--- config.mk ---
export PLATFORM = sky130hd
export DESIGN_NAME = delimited_line_field_splitter_flat
export DESIGN_NICKNAME = d
export VERILOG_FILES = /design/src/dlfs_pkg.sv /design/src/dlfs_if.sv /design/src/delimited_line_field_splitter.sv /design/src/dlfs_parser.sv /design/src/dlfs_out_stage.sv /design/src/flat_wrapper.sv
export VERILOG_INCLUDE_DIRS = /design/src /design/src/src
export SDC_FILE = /design/constraint.sdc
export NUM_CORES = 1
export LEC_CHECK = 0
export ABC_AREA = 1
export BUFFER_PORTS_ARGS = -buffer_cell sky130_fd_sc_hd__buf_2
export CORE_MARGIN = 1.5
export CORE_UTILIZATION = 56
export CTS_BUF_LIST = sky130_fd_sc_hd__clkbuf_16
export CTS_CLUSTER_SIZE = 24
export DETAILED_ROUTE_END_ITERATION = 10
export PLACE_DENSITY = 0.87
export SLEW_MARGIN = 20
export SYNTH_ARGS = -nofsm -noshare
export SYNTH_HDL_FRONTEND = slang
export SYNTH_SLANG_ARGS = --single-unit
--- constraint.sdc ---
create_clock -name clock -period 3.1 [get_ports clock]
set_clock_uncertainty 0.1 [all_clocks]
set_input_delay 0.62 -clock clock [delete_from_list [all_inputs] [get_ports clock]]
set_output_delay 0.62 -clock clock [all_outputs]
set_load 0.03 [all_outputs]
--- src/delimited_line_field_splitter_macros.svh ---
// Assertion helpers shared by the splitter modules.
// Each macro expects signals named clock and reset in the enclosing module.
`ifndef DELIMITED_LINE_FIELD_SPLITTER_MACROS_SVH
`define DELIMITED_LINE_FIELD_SPLITTER_MACROS_SVH

// Same-cycle implication.
`define DLFS_ASSERT_IMPLIES(label, ante, cons) \
   label: assert property (@(posedge clock) disable iff (reset) (ante) |-> (cons)) \
      else $error("dlfs: same-cycle check failed");

// Next-cycle implication.
`define DLFS_ASSERT_NEXT(label, ante, cons) \
   label: assert property (@(posedge clock) disable iff (reset) (ante) |=> (cons)) \
      else $error("dlfs: next-cycle check failed");

`endif

--- src/dlfs_pkg.sv ---
`timescale 1ns / 1ps

package dlfs_pkg;

   localparam int SELECT_WIDTH_DEFAULT = 64;
   localparam int FIELD_LIMIT_DEFAULT  = 1024;

   localparam int BYTE_WIDTH        = 8;
   localparam int KIND_WIDTH        = 2;
   localparam int FIELD_INDEX_WIDTH = 10;
   localparam int FIELD_COUNT_WIDTH = 11;
   localparam int CSR_INDEX_WIDTH   = 8;
   localparam int CSR_DATA_WIDTH    = 64;

   localparam logic [BYTE_WIDTH-1:0] CHAR_TAB = 8'h09;
   localparam logic [BYTE_WIDTH-1:0] CHAR_LF  = 8'h0a;
   localparam logic [BYTE_WIDTH-1:0] CHAR_CR  = 8'h0d;

   localparam logic [CSR_INDEX_WIDTH-1:0] CSR_DELIMITER     = 8'd0;
   localparam logic [CSR_INDEX_WIDTH-1:0] CSR_COLUMN_SELECT = 8'd1;

   typedef enum logic [KIND_WIDTH-1:0] {
      KIND_DATA      = 2'd0,
      KIND_FIELD_END = 2'd1,
      KIND_LINE_END  = 2'd2
   } kind_type;

   typedef struct packed {
      kind_type                       kind;
      logic [BYTE_WIDTH-1:0]          data_byte;
      logic [FIELD_INDEX_WIDTH-1:0]   field_index;
      logic [FIELD_COUNT_WIDTH-1:0]   field_count;
   } rsp_payload_type;

   typedef struct packed {
      logic            valid;
      rsp_payload_type payload;
   } result_type;

endpackage

--- src/dlfs_if.sv ---
`timescale 1ns / 1ps

interface dlfs_req_if;
   logic                             valid;
   logic                             ready;
   logic [dlfs_pkg::BYTE_WIDTH-1:0]  text_byte;
   logic                             end_of_stream;

   modport source (output valid, output text_byte, output end_of_stream, input ready);
   modport sink   (input valid, input text_byte, input end_of_stream, output ready);
endinterface

interface dlfs_rsp_if;
   logic                                    valid;
   logic                                    ready;
   logic [dlfs_pkg::KIND_WIDTH-1:0]         kind;
   logic [dlfs_pkg::BYTE_WIDTH-1:0]         data_byte;
   logic [dlfs_pkg::FIELD_INDEX_WIDTH-1:0]  field_index;
   logic [dlfs_pkg::FIELD_COUNT_WIDTH-1:0]  field_count;

   modport source (output valid, output kind, output data_byte, output field_index,
                   output field_count, input ready);
   modport sink   (input valid, input kind, input data_byte, input field_index,
                   input field_count, output ready);
endinterface

interface dlfs_csr_if;
   logic                                  valid;
   logic                                  ready;
   logic [dlfs_pkg::CSR_INDEX_WIDTH-1:0]  index;
   logic [dlfs_pkg::CSR_DATA_WIDTH-1:0]   data;

   modport source (output valid, output index, output data, input ready);
   modport sink   (input valid, input index, input data, output ready);
endinterface

--- src/delimited_line_field_splitter.sv ---
`timescale 1ns / 1ps
// Line and field splitter for delimited text, one byte per transaction.
// req_if carries text_byte or an end_of_stream marker; rsp_if returns data
// bytes of selected fields, field-end marks and line-end marks with the
// field count. csr_if writes register 0 (delimiter) and 1 (column_select);
// it is always ready and should only be written while the block is idle.
// A result reaches rsp_if through the result register, or the skid entry when that is full.
// Throughput: one request per clock; the per-byte classification is a
// single combinational pass between the parser state and the result
// register, so nothing limits the rate but the result channel.
// Many requests produce no result (swallowed LF, unselected bytes).
// Reset (synchronous): delimiter returns to tab, every column is selected,
// the line state clears and the result register empties.
// Receiver stall: the result register plus one skid entry absorb a stall;
// req_if.ready drops once the skid entry is occupied and rises again the
// cycle after the receiver takes a result.
module delimited_line_field_splitter #(
   parameter int SELECT_WIDTH = dlfs_pkg::SELECT_WIDTH_DEFAULT,
   parameter int FIELD_LIMIT  = dlfs_pkg::FIELD_LIMIT_DEFAULT
) (
   input  logic        clock,
   input  logic        reset,
   dlfs_req_if.sink    req_if,
   dlfs_rsp_if.source  rsp_if,
   dlfs_csr_if.sink    csr_if
);
   import dlfs_pkg::*;

   logic       stage_ready;
   logic       req_accept;
   result_type result;

   // a request transaction completes whenever the skid entry is free
   assign req_if.ready = stage_ready;
   assign req_accept   = req_if.valid & req_if.ready;

   // byte classification, line state and configuration registers
   dlfs_parser #(
      .SELECT_WIDTH (SELECT_WIDTH),
      .FIELD_LIMIT  (FIELD_LIMIT)
   ) u_parser (
      .clock             (clock),
      .reset             (reset),
      .csr_port          (csr_if),
      .req_accept        (req_accept),
      .req_text_byte     (req_if.text_byte),
      .req_end_of_stream (req_if.end_of_stream),
      .result            (result)
   );

   // result register with one skid entry
   dlfs_out_stage u_out_stage (
      .clock    (clock),
      .reset    (reset),
      .in_item  (result),
      .in_ready (stage_ready),
      .rsp_port (rsp_if)
   );

endmodule

--- src/dlfs_parser.sv ---
`timescale 1ns / 1ps
`include "delimited_line_field_splitter_macros.svh"

module dlfs_parser #(
   parameter int SELECT_WIDTH = dlfs_pkg::SELECT_WIDTH_DEFAULT,
   parameter int FIELD_LIMIT  = dlfs_pkg::FIELD_LIMIT_DEFAULT
) (
   input  logic                             clock,
   input  logic                             reset,
   dlfs_csr_if.sink                         csr_port,
   input  logic                             req_accept,
   input  logic [dlfs_pkg::BYTE_WIDTH-1:0]  req_text_byte,
   input  logic                             req_end_of_stream,
   output dlfs_pkg::result_type             result
);
   import dlfs_pkg::*;

   localparam int FW     = $clog2(FIELD_LIMIT);
   localparam int SEL_IW = (SELECT_WIDTH > 1) ? $clog2(SELECT_WIDTH) : 1;
   localparam logic [FW-1:0] LAST_FIELD = FW'(FIELD_LIMIT - 1);
   localparam logic [FW:0]   SELECT_END = (FW + 1)'(SELECT_WIDTH);

   logic [BYTE_WIDTH-1:0]   delimiter_ff;
   logic [SELECT_WIDTH-1:0] column_select_ff;
   logic                    csr_write;

   logic          after_cr_ff, after_cr_in;
   logic [FW-1:0] current_field_ff, current_field_in;
   logic          line_started_ff, line_started_in;

   logic                         selected;
   logic                         at_limit;
   logic [FIELD_INDEX_WIDTH-1:0] index_out;
   logic [FIELD_COUNT_WIDTH-1:0] count_out;

   // configuration registers, always writable
   assign csr_port.ready = 1'b1;
   assign csr_write      = csr_port.valid & csr_port.ready;

   always_ff @(posedge clock) begin
      if (reset) begin
         delimiter_ff     <= CHAR_TAB;
         column_select_ff <= '1;
      end else if (csr_write) begin
         unique case (csr_port.index)
            CSR_DELIMITER: begin
               delimiter_ff <= csr_port.data[BYTE_WIDTH-1:0];
            end
            CSR_COLUMN_SELECT: begin
               column_select_ff <= csr_port.data[SELECT_WIDTH-1:0];
            end
            default: begin
            end
         endcase
      end
   end

   // field lookup: indexes past the select mask are never chosen
   assign selected  = ({1'b0, current_field_ff} < SELECT_END) &&
                      column_select_ff[current_field_ff[SEL_IW-1:0]];
   assign at_limit  = (current_field_ff == LAST_FIELD);
   assign index_out = FIELD_INDEX_WIDTH'(current_field_ff);
   assign count_out = FIELD_COUNT_WIDTH'({1'b0, current_field_ff} + 1'b1);

   always_comb begin
      after_cr_in      = after_cr_ff;
      current_field_in = current_field_ff;
      line_started_in  = line_started_ff;
      result           = '0;
      result.payload.field_index = index_out;
      if (req_accept) begin
         if (req_end_of_stream) begin
            after_cr_in      = 1'b0;
            current_field_in = '0;
            line_started_in  = 1'b0;
            if (line_started_ff) begin
               result.valid               = 1'b1;
               result.payload.kind        = KIND_LINE_END;
               result.payload.field_count = count_out;
            end
         end else if (req_text_byte == delimiter_ff) begin
            after_cr_in     = 1'b0;
            line_started_in = 1'b1;
            if (!at_limit) begin
               current_field_in = current_field_ff + 1'b1;
               if (selected) begin
                  result.valid        = 1'b1;
                  result.payload.kind = KIND_FIELD_END;
               end
            end
         end else if (after_cr_ff && (req_text_byte == CHAR_LF)) begin
            // LF of a CR LF pair
            after_cr_in = 1'b0;
         end else if ((req_text_byte == CHAR_CR) || (req_text_byte == CHAR_LF)) begin
            after_cr_in      = (req_text_byte == CHAR_CR);
            current_field_in = '0;
            line_started_in  = 1'b0;
            result.valid               = 1'b1;
            result.payload.kind        = KIND_LINE_END;
            result.payload.field_count = count_out;
         end else begin
            after_cr_in     = 1'b0;
            line_started_in = 1'b1;
            if (selected) begin
               result.valid             = 1'b1;
               result.payload.kind      = KIND_DATA;
               result.payload.data_byte = req_text_byte;
            end
         end
      end
   end

   always_ff @(posedge clock) begin
      if (reset) begin
         after_cr_ff      <= 1'b0;
         current_field_ff <= '0;
         line_started_ff  <= 1'b0;
      end else begin
         after_cr_ff      <= after_cr_in;
         current_field_ff <= current_field_in;
         line_started_ff  <= line_started_in;
      end
   end

   `DLFS_ASSERT_IMPLIES(a_after_cr_fresh_line, after_cr_ff,
      (current_field_ff == '0) && !line_started_ff)
   `DLFS_ASSERT_IMPLIES(a_field_in_range, 1'b1, current_field_ff <= LAST_FIELD)
   `DLFS_ASSERT_NEXT(a_eos_clears, req_accept && req_end_of_stream,
      (current_field_ff == '0) && !line_started_ff && !after_cr_ff)

endmodule

--- src/dlfs_out_stage.sv ---
`timescale 1ns / 1ps
`include "delimited_line_field_splitter_macros.svh"

module dlfs_out_stage (
   input  logic                  clock,
   input  logic                  reset,
   input  dlfs_pkg::result_type  in_item,
   output logic                  in_ready,
   dlfs_rsp_if.source            rsp_port
);
   import dlfs_pkg::*;

   rsp_payload_type main_ff, main_in;
   rsp_payload_type skid_ff, skid_in;
   logic            main_valid_ff, main_valid_in;
   logic            skid_valid_ff, skid_valid_in;
   logic            take_out;

   assign in_ready = ~skid_valid_ff;
   assign take_out = main_valid_ff & rsp_port.ready;

   always_comb begin
      main_in       = main_ff;
      skid_in       = skid_ff;
      main_valid_in = main_valid_ff;
      skid_valid_in = skid_valid_ff;
      if (take_out) begin
         if (skid_valid_ff) begin
            main_in       = skid_ff;
            skid_valid_in = 1'b0;
         end else begin
            main_valid_in = 1'b0;
         end
      end
      if (in_item.valid) begin
         if (!main_valid_in) begin
            main_in       = in_item.payload;
            main_valid_in = 1'b1;
         end else begin
            skid_in       = in_item.payload;
            skid_valid_in = 1'b1;
         end
      end
   end

   always_ff @(posedge clock) begin
      if (reset) begin
         main_valid_ff <= 1'b0;
         skid_valid_ff <= 1'b0;
      end else begin
         main_valid_ff <= main_valid_in;
         skid_valid_ff <= skid_valid_in;
      end
   end

   always_ff @(posedge clock) begin
      main_ff <= main_in;
      skid_ff <= skid_in;
   end

   assign rsp_port.valid       = main_valid_ff;
   assign rsp_port.kind        = main_ff.kind;
   assign rsp_port.data_byte   = main_ff.data_byte;
   assign rsp_port.field_index = main_ff.field_index;
   assign rsp_port.field_count = main_ff.field_count;

   `DLFS_ASSERT_IMPLIES(a_skid_behind_main, skid_valid_ff, main_valid_ff)
   `DLFS_ASSERT_NEXT(a_skid_drains, skid_valid_ff && rsp_port.ready,
      main_valid_ff && !skid_valid_ff)
   `DLFS_ASSERT_NEXT(a_empty_loads, in_item.valid && !main_valid_ff, main_valid_ff)

endmodule

--- src/flat_wrapper.sv ---
// flat-port wrapper written by rule: the top's interface ports become plain ports
module delimited_line_field_splitter_flat import dlfs_pkg::*;
#(
   parameter int SELECT_WIDTH = dlfs_pkg::SELECT_WIDTH_DEFAULT,
   parameter int FIELD_LIMIT  = dlfs_pkg::FIELD_LIMIT_DEFAULT
)
  (clock, reset, req_if_valid, req_if_text_byte, req_if_end_of_stream, req_if_ready, rsp_if_valid, rsp_if_kind, rsp_if_data_byte, rsp_if_field_index, rsp_if_field_count, rsp_if_ready, csr_if_valid, csr_if_index, csr_if_data, csr_if_ready);
  dlfs_req_if req_if_i ();
  dlfs_rsp_if rsp_if_i ();
  dlfs_csr_if csr_if_i ();
  input  logic clock;
  input  logic reset;
  input wire logic [$bits(req_if_i.valid)-1:0] req_if_valid;
  input wire logic [$bits(req_if_i.text_byte)-1:0] req_if_text_byte;
  input wire logic [$bits(req_if_i.end_of_stream)-1:0] req_if_end_of_stream;
  output wire logic [$bits(req_if_i.ready)-1:0] req_if_ready;
  output wire logic [$bits(rsp_if_i.valid)-1:0] rsp_if_valid;
  output wire logic [$bits(rsp_if_i.kind)-1:0] rsp_if_kind;
  output wire logic [$bits(rsp_if_i.data_byte)-1:0] rsp_if_data_byte;
  output wire logic [$bits(rsp_if_i.field_index)-1:0] rsp_if_field_index;
  output wire logic [$bits(rsp_if_i.field_count)-1:0] rsp_if_field_count;
  input wire logic [$bits(rsp_if_i.ready)-1:0] rsp_if_ready;
  input wire logic [$bits(csr_if_i.valid)-1:0] csr_if_valid;
  input wire logic [$bits(csr_if_i.index)-1:0] csr_if_index;
  input wire logic [$bits(csr_if_i.data)-1:0] csr_if_data;
  output wire logic [$bits(csr_if_i.ready)-1:0] csr_if_ready;
  assign req_if_i.valid = req_if_valid;
  assign req_if_i.text_byte = req_if_text_byte;
  assign req_if_i.end_of_stream = req_if_end_of_stream;
  assign req_if_ready = req_if_i.ready;
  assign rsp_if_valid = rsp_if_i.valid;
  assign rsp_if_kind = rsp_if_i.kind;
  assign rsp_if_data_byte = rsp_if_i.data_byte;
  assign rsp_if_field_index = rsp_if_i.field_index;
  assign rsp_if_field_count = rsp_if_i.field_count;
  assign rsp_if_i.ready = rsp_if_ready;
  assign csr_if_i.valid = csr_if_valid;
  assign csr_if_i.index = csr_if_index;
  assign csr_if_i.data = csr_if_data;
  assign csr_if_ready = csr_if_i.ready;
  delimited_line_field_splitter #(.SELECT_WIDTH(SELECT_WIDTH), .FIELD_LIMIT(FIELD_LIMIT)) u_core (.clock(clock), .reset(reset), .req_if(req_if_i), .rsp_if(rsp_if_i), .csr_if(csr_if_i));
endmodule
# Yosys cells after proc, flatten, opt, wreduce, memory -nomap -nowiden
# Index checks and enable logic that the tools add are counted.
[totals]
memories = 0
rom_bits = 0
latchBits = 0
output_inout_bits = 34
ff_bits = 148
input_bits = 86
wordCells = 82
ramBits = 0
[op_classes]
n_lt_le_gt_ge = 2
div = 0
reduce_logical = 10
mux = 43
n_mul = 0
n_shift = 0
n_bitwise = 3
n_addsub = 2
n_eq_ne = 7
[op_table]
columns = ["op", "n"]
rows = [
  ["two-way mux 31 bit", 4],
  ["two-way mux 11 bit", 9],
  ["two-way mux 10 bit", 5],
  ["two-way mux 8 bit", 3],
  ["two-way mux 3 bit", 6],
  ["equality test 8 x 4 -> 1 bit, second input constant", 2],
  ["two-way mux 1 bit", 15],
  ["adder 10 x 1 -> 11 bit, second input constant", 1],
  ["adder 10 x 1 -> 10 bit, second input constant", 1],
  ["equality test 10 bit, second input constant", 1],
  ["< comparator 10 x 7 -> 1 bit, second input constant", 1],
  ["equality test 8 x 1 -> 1 bit, second input constant", 1],
  ["equality test 8 bit", 1],
  ["zero test 8 bit", 1],
  ["AND reduction 2 bit", 4],
  ["< comparator 6 x 7 -> 1 bit, second input constant", 1],
  ["binary-select mux 1 bit (select 6 bit)", 1],
  ["inequality test 3 bit, second input constant", 2],
  ["AND reduction 4 bit", 1],
  ["nonzero test 3 bit", 1],
  ["bitwise AND 1 bit", 2],
  ["logical AND 1 bit", 2],
  ["logical OR 1 bit", 1],
  ["NOT 1 bit", 1],
]

# Longest topological paths before layout
# Gate-level depths: netlist (run 1).
[depth]
word_depth = 11
mapped_depth = 19
mapped_depth_nobuf = 18

# Hierarchy
# From an unflattened synthesis (run 1), not the netlist that was laid out.
[unflattened]
hier_cells = 936
area_unflattened_um2 = 7278.2
[by_module_without_submodules]
columns = ["module", "instances", "area_per_inst_um2", "seq_area_each_um2", "cells_each"]
rows = [
  ["dlfs_parser", 1, 4259.1, 1681.6, 616],
  ["dlfs_out_stage", 1, 3011.6, 1591.5, 318],
  ["delimited_line_field_splitter", 1, 7.5, 0.0, 2],
]

# Least setup slack after synthesis (run 1)
# No wires, ideal clock.
[synth_timing]
kind = "in2reg"
from = "input port req_if_text_byte[4]"
to = "register u_core.u_out_stage.skid_ff[0] in the netlist's numbering, enable pin"
arrival_time_ps = 2253
required_time_ps = 2614
setup_time_ps = 386
path_slack_ps = 361
cell_stages = 12
n_path_buf = 0
cell_sequence = "inv_1 or2_2 nand4_1 nor2_1 nand2_1 nor2_2 nand3_2 nand2_1 inv_1 nand2_2 nand3_1 inv_1"
[synth_via]
elab_chain_len = 8
word_cells_on_any_way = 11
classes_between = "eq/ne (3); mux (5); reduce/logical (3)"
[synth_lines]
columns = ["element", "line_no", "text"]
rows = [
  ["from (decl)", "flat_wrapper.sv:14", "input wire logic [$bits(req_if_i.text_byte)-1:0] req_if_text_byte;"],
  ["equality test 8 x 4 -> 1 bit (on tied branches)", "dlfs_parser.sv:94, dlfs_parser.sv:91", ""],
  ["logical OR 1 bit", "dlfs_parser.sv:94", "end else if ((req_text_byte == CHAR_CR) || (req_text_byte == CHAR_LF)) begin"],
  ["two-way mux 3 bit", "dlfs_parser.sv:94", ""],
  ["two-way mux 11 bit", "dlfs_parser.sv:91", "end else if (after_cr_ff && (req_text_byte == CHAR_LF)) begin"],
  ["two-way mux 3 bit (*)", "dlfs_parser.sv:81", "end else if (req_text_byte == delimiter_ff) begin"],
  ["two-way mux 3 bit (*)", "dlfs_parser.sv:72", "if (req_end_of_stream) begin"],
  ["two-way mux 11 bit (*)", "dlfs_parser.sv:71", "if (req_accept) begin"],
  ["AND reduction 2 bit (no source line) (*)", "n/a", ""],
  ["to (signal assigned)", "dlfs_out_stage.sv:58", "skid_ff <= skid_in;"],
  ["to (decl)", "dlfs_out_stage.sv:14", "rsp_payload_type skid_ff, skid_in;"],
]
# Every way passes the cells marked *; elsewhere a longest branch is shown, timed or not.
# A chain may end at the register's enable or synchronous reset.

# Final worst setup path (run 1)
[layout_timing]
from = "register u_core.u_parser.current_field_ff[0]"
to = "register u_core.u_out_stage.skid_ff[13] in the netlist's numbering, enable pin"
[layout_via]
elab_chain_len = 10
word_cells_on_any_way = 14
classes_between = "order compare (1); eq/ne (1); mux (10); reduce/logical (2)"
[layout_lines]
columns = ["element", "line_no", "text"]
rows = [
  ["from (decl)", "dlfs_parser.sv:28", "logic [FW-1:0] current_field_ff, current_field_in;"],
  ["from (signal assigned)", "dlfs_parser.sv:120", "current_field_ff <= current_field_in;"],
  ["binary-select mux 1 bit (select 6 bit)", "dlfs_parser.sv:60", "column_select_ff[current_field_ff[SEL_IW-1:0]];"],
  ["two-way mux 1 bit (not written as such)", "dlfs_parser.sv:60", ""],
  ["logical AND 1 bit", "dlfs_parser.sv:59", "assign selected = ({1'b0, current_field_ff} < SELECT_END) &&"],
  ["two-way mux 11 bit", "dlfs_parser.sv:104", "if (selected) begin"],
  ["two-way mux 3 bit", "dlfs_parser.sv:94", ""],
  ["two-way mux 11 bit", "dlfs_parser.sv:91", ""],
  ["two-way mux 3 bit (*)", "dlfs_parser.sv:81", ""],
  ["two-way mux 3 bit (*)", "dlfs_parser.sv:72", ""],
  ["two-way mux 11 bit (*)", "dlfs_parser.sv:71", ""],
  ["AND reduction 2 bit (no source line) (*)", "n/a", ""],
]
# Every way passes the cells marked *; elsewhere a longest branch is shown, timed or not. The select of a mux whose other input is x is not followed.

==> reports/results.ini, run 1 <==
[yosys]
synth.area.mux_share=0.0492
synth_edf_count=31
synthTopCellsByCount=nand2_1 (338), dfxtp_1 (117), inv_1 (79), nand3_1 (79), nor2_1 (55)
synth_compound_area_frac=0.0809
synth_top_family_by_area=simple AND/OR/NAND/NOR gates
synth_top_cell_by_area=dfxtp_1
avgSynthCellArea_um2=7.53
ys_top_cells_by_area=dfxtp_1 (33%), nand2_1 (18%), edfxtp_1 (13%)
syn_area_um2=7100
yosysUniqueCellTypes=38
synth-xor-area-share=0.00864
synth_warnings=0
synth_flop_cell=dfxtp_1
synth_fa_ha_area_frac=0.00176
yosysMostFrequentCell=nand2_1
synth_cells=942
synth_fp_nets=1029
async_flop_share=0
synth_simple_gate_area_frac=0.314
synth-seq-cells=148
netlist.area_leader.share=0.330
ys_seq_area_frac=0.461

[critical_path]
critPathCaptureType=flip-flop
cp_top_family=simple AND/OR/NAND/NOR gates
worstPathCellList=buf_4, nor2_1, nor2_1, nand2_1, nand3_1, nand3_1, nand3_1, nand3_1, nand2_1, nand2_1, nand2_1, nand2_1, nand2_2, nand3_1, inv_1, buf_4
arrival_ps=2780
crit_slowest_cell=dfxtp_1
critical_path_class=flip-flop to flip-flop
path_max_fanout=22
cp_data_required_time_ps=3090
cp.buffers_inverters=3
slowest_delay_ps=480
cp-start-kind=flip-flop

[timing]
rsz0062_at_grt=no
finalSetupTns_ps=0
fmax_mhz=358
worst_slew_pin_slew_ps=543
setup_viol=0
drv_slew=0
final_hold_viol_count=0
min_period_ps=2800
slew_headroom=0.635
fin_crit_sh=0.902

[min_path]
hp-class=input pin to flip-flop

[layout]
layout.nets=1134
drive_above_1_share=0.208
antenna_cells=0
final_design_area_no_fill_um2=8350
area_growth_pct=17.6
fill_cells=998

[die]
fp.dieH_um=116
die-area_um2=13400
io_pins=120
num_rows=40
start_util=0.583
die_w_um=116
core_region_area_um2=12200

[power]
p_switching_w=0.000959
p_per_area_nw_per_um2=496
seq_power_share=0.483
vdd_drop_max_uv=332
switching_share=0.232
power_frac_comb=0.068
p_clk_frac=0.449
leakage_nw=4.10
internal_power_w=0.00318

[global_routing]
antenna_found_initial=1
grt_max_degree=70
grt_usage=0.275
grt_pass1_vias=6325
grt_overflow=0
grt_pass1_wl_um=29100

[clocking]
clkTransAtPathRegs_ps=60
cts_setup_buffers=0
clock_path_buffers=2
hold_buffers=0
cts_buffers=17
cts_tree=done
cts_root_buf=clkbuf_16
cts_sinks=148
cts.htree.levels=4
clk_latency_ps=420
cts_resized=0

[place]
hpwl_um=11600
place_area_um2=7810
io_buffer_count=118
gp_congestion=0.889

[route]
vias=6618
first_pass_iters=5
antenna_left=0
viasPerCell=5.39
route.detailed.wl_per_inst_um=14.0
drtIter0Drc=668
drc_errors=0
wirelength_um=17200

[flow_run]
maxCapViolations=0

[outcome]
outcome=finished clean

power groups by stage:
stage | logic, W | registers, W | clock network (W)
2_1_floorplan | 0.000136 | 0.00207 | 0
3_3_place_gp | 0.000269 | 0.00204 | 0
3_5_place_dp | 0.000276 | 0.00204 | 0
4_1_cts | 0.000278 | 0.00200 | 0.00188
5_1_grt | 0.000309 | 0.00200 | 0.00197
6_report | 0.000281 | 0.00200 | 0.00186
area by class of cell:
class                           count  area, um2  area share
Clock buffer                       19        475      0.0570
Clock inverter                     13       62.6     0.00750
Inverter                           85        322      0.0385
Tap cell                          168        210      0.0252
Multi-Input combinational cell    656       3230       0.387
Timing Repair Buffer              139        773      0.0926
Sequential cell                   148       3270       0.392
sequential cells by signal, summed over array words and instances, names as in the netlist, 2 cells and up:
name and cells:
u_core.u_parser.current_field_ff 10, u_core.u_parser.delimiter_ff 8, u_core.u_out_stage.rsp_port.kind 2, u_core.u_out_stage.rsp_port.field_count 11
u_core.u_out_stage.rsp_port.field_index 10, u_core.u_out_stage.skid_ff 31, u_core.u_out_stage.rsp_port.data_byte 8, u_core.u_parser.column_select_ff 64
routing by layer:
layer	up-vias	routed length [um]	track usage	share of wire
li1	3272	-	-	-
met1	3037	7290	0.343	0.42
met2	276	8430	0.465	0.49
met3	31	1200	0.0675	0.069
met4	2	302	0.0996	0.018
met5	-	13	0	0.00075
placed cells by master, fill, tap and decap left out, types with 2 or more instances in the layout:
cell / Yosys / final
clkbuf_16: 0 / 19
dfxtp_1: 117 / 117
xor2_1: 7 / 7
buf_12: 0 / 2
buf_4: 6 / 19
o211ai_1: 46 / 46
nor2_1: 55 / 55
o21ai_0: 24 / 24
inv_2: 5 / 4
nand4_1: 17 / 17
a21oi_1: 14 / 14
clkinv_2: 0 / 2
clkinv_1: 1 / 6
mux2_2: 31 / 31
nor4_1: 4 / 4
nor2_2: 2 / 2
inv_1: 79 / 82
nand3_1: 79 / 79
or2_2: 12 / 12
edfxtp_1: 31 / 31
nand2_1: 338 / 338
inv_4: 0 / 2
buf_2: 11 / 118
nor3_1: 11 / 11
a22oi_1: 2 / 2
final timing paths:
check / startpoint / endpoint / slack (ps) / cells past startpoint
setup reg to reg: u_core.u_parser.current_field_ff[0]$_SDFFE_PP0P_ / u_core.u_out_stage.skid_ff[13]$_DFFE_PP_ / 300 / 16
setup / recovery: u_core.u_parser.current_field_ff[0]$_SDFFE_PP0P_ / u_core.u_out_stage.skid_ff[13]$_DFFE_PP_ / 300 / 16
hold reg to reg: u_core.u_parser.column_select_ff[12]$_SDFFE_PP1P_ / u_core.u_parser.column_select_ff[12]$_SDFFE_PP1P_ / 360 / 2
hold / removal: csr_if_data[41] / u_core.u_parser.column_select_ff[41]$_SDFFE_PP1P_ / 300 / 3
per-stage QoR:
| stage | std cells | util | setup slack [ps] | hold WS, ps | power (W) |
|---|---|---|---|---|---|
| floorplan | 942 | - | 361 | 306 | 0.00221 |
| global placement | 1196 | 0.642 | 343 | 345 | 0.00231 |
| detailed placement | 1196 | 0.642 | 263 | 350 | 0.00232 |
| CTS | 1228 | 0.686 | 304 | 296 | 0.00415 |
| global route | 1228 | 0.686 | 79.7 | 308 | 0.00428 |
| finish | 1228 | 0.686 | 304 | 304 | 0.00414 |
worst register-to-register path: cells and delay by family, from the launching register on:
kind | cells | cell delay, ps
buf+inv | 3 | 680
flops | 1 | 480
simple gates | 13 | 1190
cell families after synthesis:
| group | after synthesis |
|---|---|
| buf+inv | 138 |
| flops | 148 |
| xor+xnor | 7 |
| compound gates | 89 |
| fa+ha+maj | 1 |
| mux | 31 |
| other cells | 1 |
| simple gates | 527 |
(Power assumes the default switching activity.)
==> run 2, diff against run 1 <==
--- a/config.mk
+++ b/config.mk
@@ -14,6 +14,7 @@
 export CTS_CLUSTER_SIZE = 24
 export DETAILED_ROUTE_END_ITERATION = 10
 export PLACE_DENSITY = 0.87
+export REMOVE_ABC_BUFFERS = 1
 export SLEW_MARGIN = 20
 export SYNTH_ARGS = -nofsm -noshare
 export SYNTH_HDL_FRONTEND = slang
==> reports/results.ini, run 2 (same netlist as run 1, synthesis figures left out) <==
[layout]
top_register=u_core.u_parser.column_select_ff
layout.cells.non_filler=1224
final_design_area_no_fill_um2=8360
fill_cells=1003
antenna_cells=0
layout_common_cells=nand2_1 (338), buf_2 (118), dfxtp_1 (117), inv_1 (80), nand3_1 (79)
area_growth_pct=17.8
largest_reg_flops=64
finalCoreUtilization=0.688
layout.nets=1130
final_common_cell=nand2_1
drive_above_1_share=0.207

[clocking]
cts_root_buf=clkbuf_16
cts_buffers=17
cts_setup_buffers=0
clock_path_buffers=2
cts_tree=done
cts.htree.levels=4
cts_sinks=148
hold_buffers=0
clkTransAtPathRegs_ps=60
clk_latency_ps=420
cts_resized=0

[die]
die-area_um2=13400
die_w_um=116
fp.dieH_um=116
io_pins=120
core_region_area_um2=12200
start_util=0.583
num_rows=40

[route]
first_pass_iters=5
antenna_left=0
route.detailed.wl_per_inst_um=14.2
drtIter0Drc=535
wirelength_um=17400
viasPerCell=5.44
drc_errors=0
vias=6654

[timing]
fin_crit_sh=0.918
slew_headroom=0.566
min_period_ps=2850
drv_slew=0
rsz0062_at_grt=no
final_hold_viol_count=0
fmax_mhz=351
setup_viol=0
worst_slew_pin_slew_ps=646

[critical_path]
critPathCaptureType=flip-flop
critical_path_class=flip-flop to flip-flop
cp-start-kind=flip-flop
arrival_ps=3110
r2r_cells=17
cp_data_required_time_ps=3360
path_max_fanout=31

[power]
seq_power_share=0.473
internal_power_w=0.00326
power_frac_comb=0.067
p_switching_w=0.000964
p_clk_frac=0.460
leakage_nw=4.10
switching_share=0.228
p_per_area_nw_per_um2=505
vdd_drop_max_uv=399

[global_routing]
grt_pass1_wl_um=28900
grt_max_degree=55
antenna_found_initial=0
grt_usage=0.273
grt_overflow=0
grt_pass1_vias=6239

[place]
place_inst=1192
gp_congestion=0.868
hpwl_um=11300
io_buffer_count=118
place_area_um2=7800

[flow_run]
maxCapViolations=0

[min_path]
hold_depth=3
hp-class=input pin to flip-flop

[outcome]
outcome=finished clean

-- run 2: stage by stage --
stage                     worst slack (ps)  total power [W]  TNS, ps  hold slack [ps]
after floorplan                       -589          0.00219   -39080              334
after global placement                 423          0.00231        0              348
after detailed placement               360          0.00232        0              356
after CTS                              323          0.00423        0              288
after global routing                  31.1          0.00434        0              301
final                                  254          0.00423        0              297
-- run 2: worst paths after layout --
check,slack [ps],from,end
setup reg to reg,250,u_core.u_parser.current_field_ff[0]$_SDFFE_PP0P_,u_core.u_out_stage.rsp_port.field_index[2]$_DFF_P_
hold / removal,300,csr_if_data[48],u_core.u_parser.column_select_ff[48]$_SDFFE_PP1P_
setup / recovery,250,u_core.u_parser.current_field_ff[0]$_SDFFE_PP0P_,u_core.u_out_stage.rsp_port.field_index[2]$_DFF_P_
hold reg to reg,370,u_core.u_parser.column_select_ff[39]$_SDFFE_PP1P_,u_core.u_parser.column_select_ff[39]$_SDFFE_PP1P_
-- run 2: layout make-up --
class	count	area, um2	share of cell area
Sequential cell	148	3270	0.391
Tap cell	168	210	0.0251
Clock inverter	13	85.1	0.0102
Inverter	85	319	0.0382
Timing Repair Buffer	135	768	0.0919
Clock buffer	19	475	0.0569
Multi-Input combinational cell	656	3230	0.386
-- run 2: power groups by stage --
stage	sequential, W	combinational (W)	clock [W]
final	0.00200	0.000282	0.00194
after global routing	0.00200	0.000309	0.00203
after CTS	0.00200	0.000280	0.00195
after detailed placement	0.00204	0.000278	0
after global placement	0.00204	0.000273	0
after floorplan	0.00207	0.000116	0
-- run 2: worst max-delay path, cell delays in order (launching register included) --
cell,delay [ps]
dfxtp_1,460
buf_4,320
nand2_1,80
o21ai_0,90
nand2_1,100
nand3_1,90
nand3_1,90
nand3_1,100
nand3_1,80
nand2_1,130
nand2_1,110
nand2_1,100
nand2_1,60
nand2_2,100
nand2_4,50
inv_2,440
nand2_1,160
nand2_1,90
-- run 2: per-layer routing --
| layer | track usage | routed length, um | vias to the layer above |
|---|---|---|---|
| li1 | - | - | 3257 |
| met1 | 0.349 | 7370 | 3059 |
| met2 | 0.456 | 8430 | 302 |
| met3 | 0.0591 | 1280 | 36 |
| met4 | 0.105 | 343 | 0 |
| met5 | 0 | 0 | - |
==> run 3, diff against run 2 <==
--- a/config.mk
+++ b/config.mk
@@ -14,6 +14,7 @@
 export CTS_CLUSTER_SIZE = 24
 export DETAILED_ROUTE_END_ITERATION = 10
 export PLACE_DENSITY = 0.87
+export RECOVER_POWER = 50
 export REMOVE_ABC_BUFFERS = 1
 export SLEW_MARGIN = 20
 export SYNTH_ARGS = -nofsm -noshare
==> reports/results.ini, run 3 (same netlist as run 1, synthesis figures left out) <==
[outcome]
outcome=finished clean

[timing]
min_period_ps=2840
finalSetupTns_ps=0
final_hold_viol_count=0
setup_viol=0
rsz0062_at_grt=no
whs_ps=299
slew_headroom=0.183
worst_slew_pin_slew_ps=1230
fin_crit_sh=0.915
fmax_mhz=353
drv_slew=0

[die]
die_w_um=116
num_rows=40
io_pins=120
start_util=0.583
fp.dieH_um=116
core_region_area_um2=12200
die-area_um2=13400

[critical_path]
crit_slowest_cell=dfxtp_1
worstPathCellList=buf_4, nand2_1, o21ai_0, nand2_1, nand3_1, nand3_1, nand3_1, nand3_1, nand2_1, nand2_1, nor2_2, inv_1, nor3_1
slowest_delay_ps=470
cp-startpoint=u_core.u_parser.current_field_ff[0]$_SDFFE_PP0P_
rrSetupSlack_ps=260
critPathCaptureType=flip-flop
cp_top_family=simple AND/OR/NAND/NOR gates
arrival_ps=2950
reg2reg_from=u_core.u_parser.current_field_ff[0]$_SDFFE_PP0P_
cp-start-kind=flip-flop
cp.buffers_inverters=2
path_max_fanout=28
critical_path_class=flip-flop to flip-flop
cp_data_required_time_ps=3220

[clocking]
cts_root_buf=clkbuf_16
cts.htree.levels=4
cts_buffers=17
clk_latency_ps=420
hold_buffers=0
cts_setup_buffers=0
cts_sinks=148
clkTransAtPathRegs_ps=60
cts_tree=done
cts_resized=0
clock_path_buffers=2

[place]
hpwl_um=11300
gp_congestion=0.868
io_buffer_count=118

[layout]
drive_above_1_share=0.171
area_growth_pct=16.9
final_common_cell=nand2_1
antenna_cells=0
layout.nets=1130
largest_reg_flops=64
top_register=u_core.u_parser.column_select_ff
layout_common_cells=nand2_1 (338), dfxtp_1 (117), buf_2 (84), inv_1 (80), nand3_1 (80)

[power]
switching_share=0.227
p_clk_frac=0.460
leakage_nw=3.94
internal_power_w=0.00326
p_switching_w=0.000957
vdd_drop_max_uv=392
p_total_w=0.00421
seq_power_share=0.475
p_per_area_nw_per_um2=508
power_frac_comb=0.065

[global_routing]
grt_overflow=0
grt_pass1_vias=6239
grt_usage=0.273
antenna_found_initial=0
grt_max_degree=55
grt_pass1_wl_um=28900

[flow_run]
maxCapViolations=0

[min_path]
hp-class=input pin to flip-flop
hold_start=csr_if_data[48]

[route]
first_pass_iters=5
vias=6619
route.detailed.wl_per_inst_um=14.3
drtIter0Drc=553
viasPerCell=5.41
antenna_left=0
drc_errors=0
wirelength_um=17500

run 3: cell types whose count changed in the layout (fill, tap and decap cells not counted):
cell	before	now
nand3_2	1	0
clkinv_1	5	6
nand3_1	79	80
inv_2	5	4
buf_2	118	84
buf_12	4	3
clkbuf_1	0	36
buf_4	13	11
clkbuf_2	0	1
run 3: worst min-delay path, cell delays in order:
cell and delay (ps):
buf_2 70, nand2_1 40, nand3_1 50
run 3: power groups by stage:
stage               registers [W]  logic (W)  clock network (W)
floorplan                 0.00207   0.000116                  0
global placement          0.00204   0.000273                  0
detailed placement        0.00204   0.000278                  0
CTS                       0.00200   0.000280            0.00195
global route              0.00200   0.000303            0.00203
finish                    0.00200   0.000276            0.00194
run 3: cell type report:
cell class	count	area (um2)
clock buffer	19	475
clock inverter	13	85.1
fill	1024	3870
inverter	85	319
multi-input combinational	656	3230
sequential	148	3270
tap	168	210
timing repair buffer	135	703
run 3: worst paths after layout:
path | endpoint | cells after the start
min reg2reg | u_core.u_parser.column_select_ff[39]$_SDFFE_PP1P_ | 2
min | u_core.u_parser.column_select_ff[48]$_SDFFE_PP1P_ | 3
max reg2reg | u_core.u_out_stage.skid_ff[21]$_DFFE_PP_ | 13
max | u_core.u_out_stage.skid_ff[21]$_DFFE_PP_ | 13
run 3: metrics by stage:
stage / area (um2) / util / setup WS (ps) / instances
floorplan: 6820 / - / -589 / 889
global placement: 7800 / 0.641 / 423 / 1192
detailed placement: 7800 / 0.641 / 360 / 1192
CTS: 8360 / 0.688 / 323 / 1224
global route: 8290 / 0.682 / 47.3 / 1224
finish: 8290 / 0.682 / 264 / 1224
run 3: per-layer routing:
| metal | share of wire | routed length, um | GRT usage |
|---|---|---|---|
| met1 | 0.42 | 7410 | 0.349 |
| met2 | 0.48 | 8390 | 0.456 |
| met3 | 0.071 | 1250 | 0.0591 |
| met4 | 0.023 | 403 | 0.105 |
| met5 | 0 | 0 | 0 |
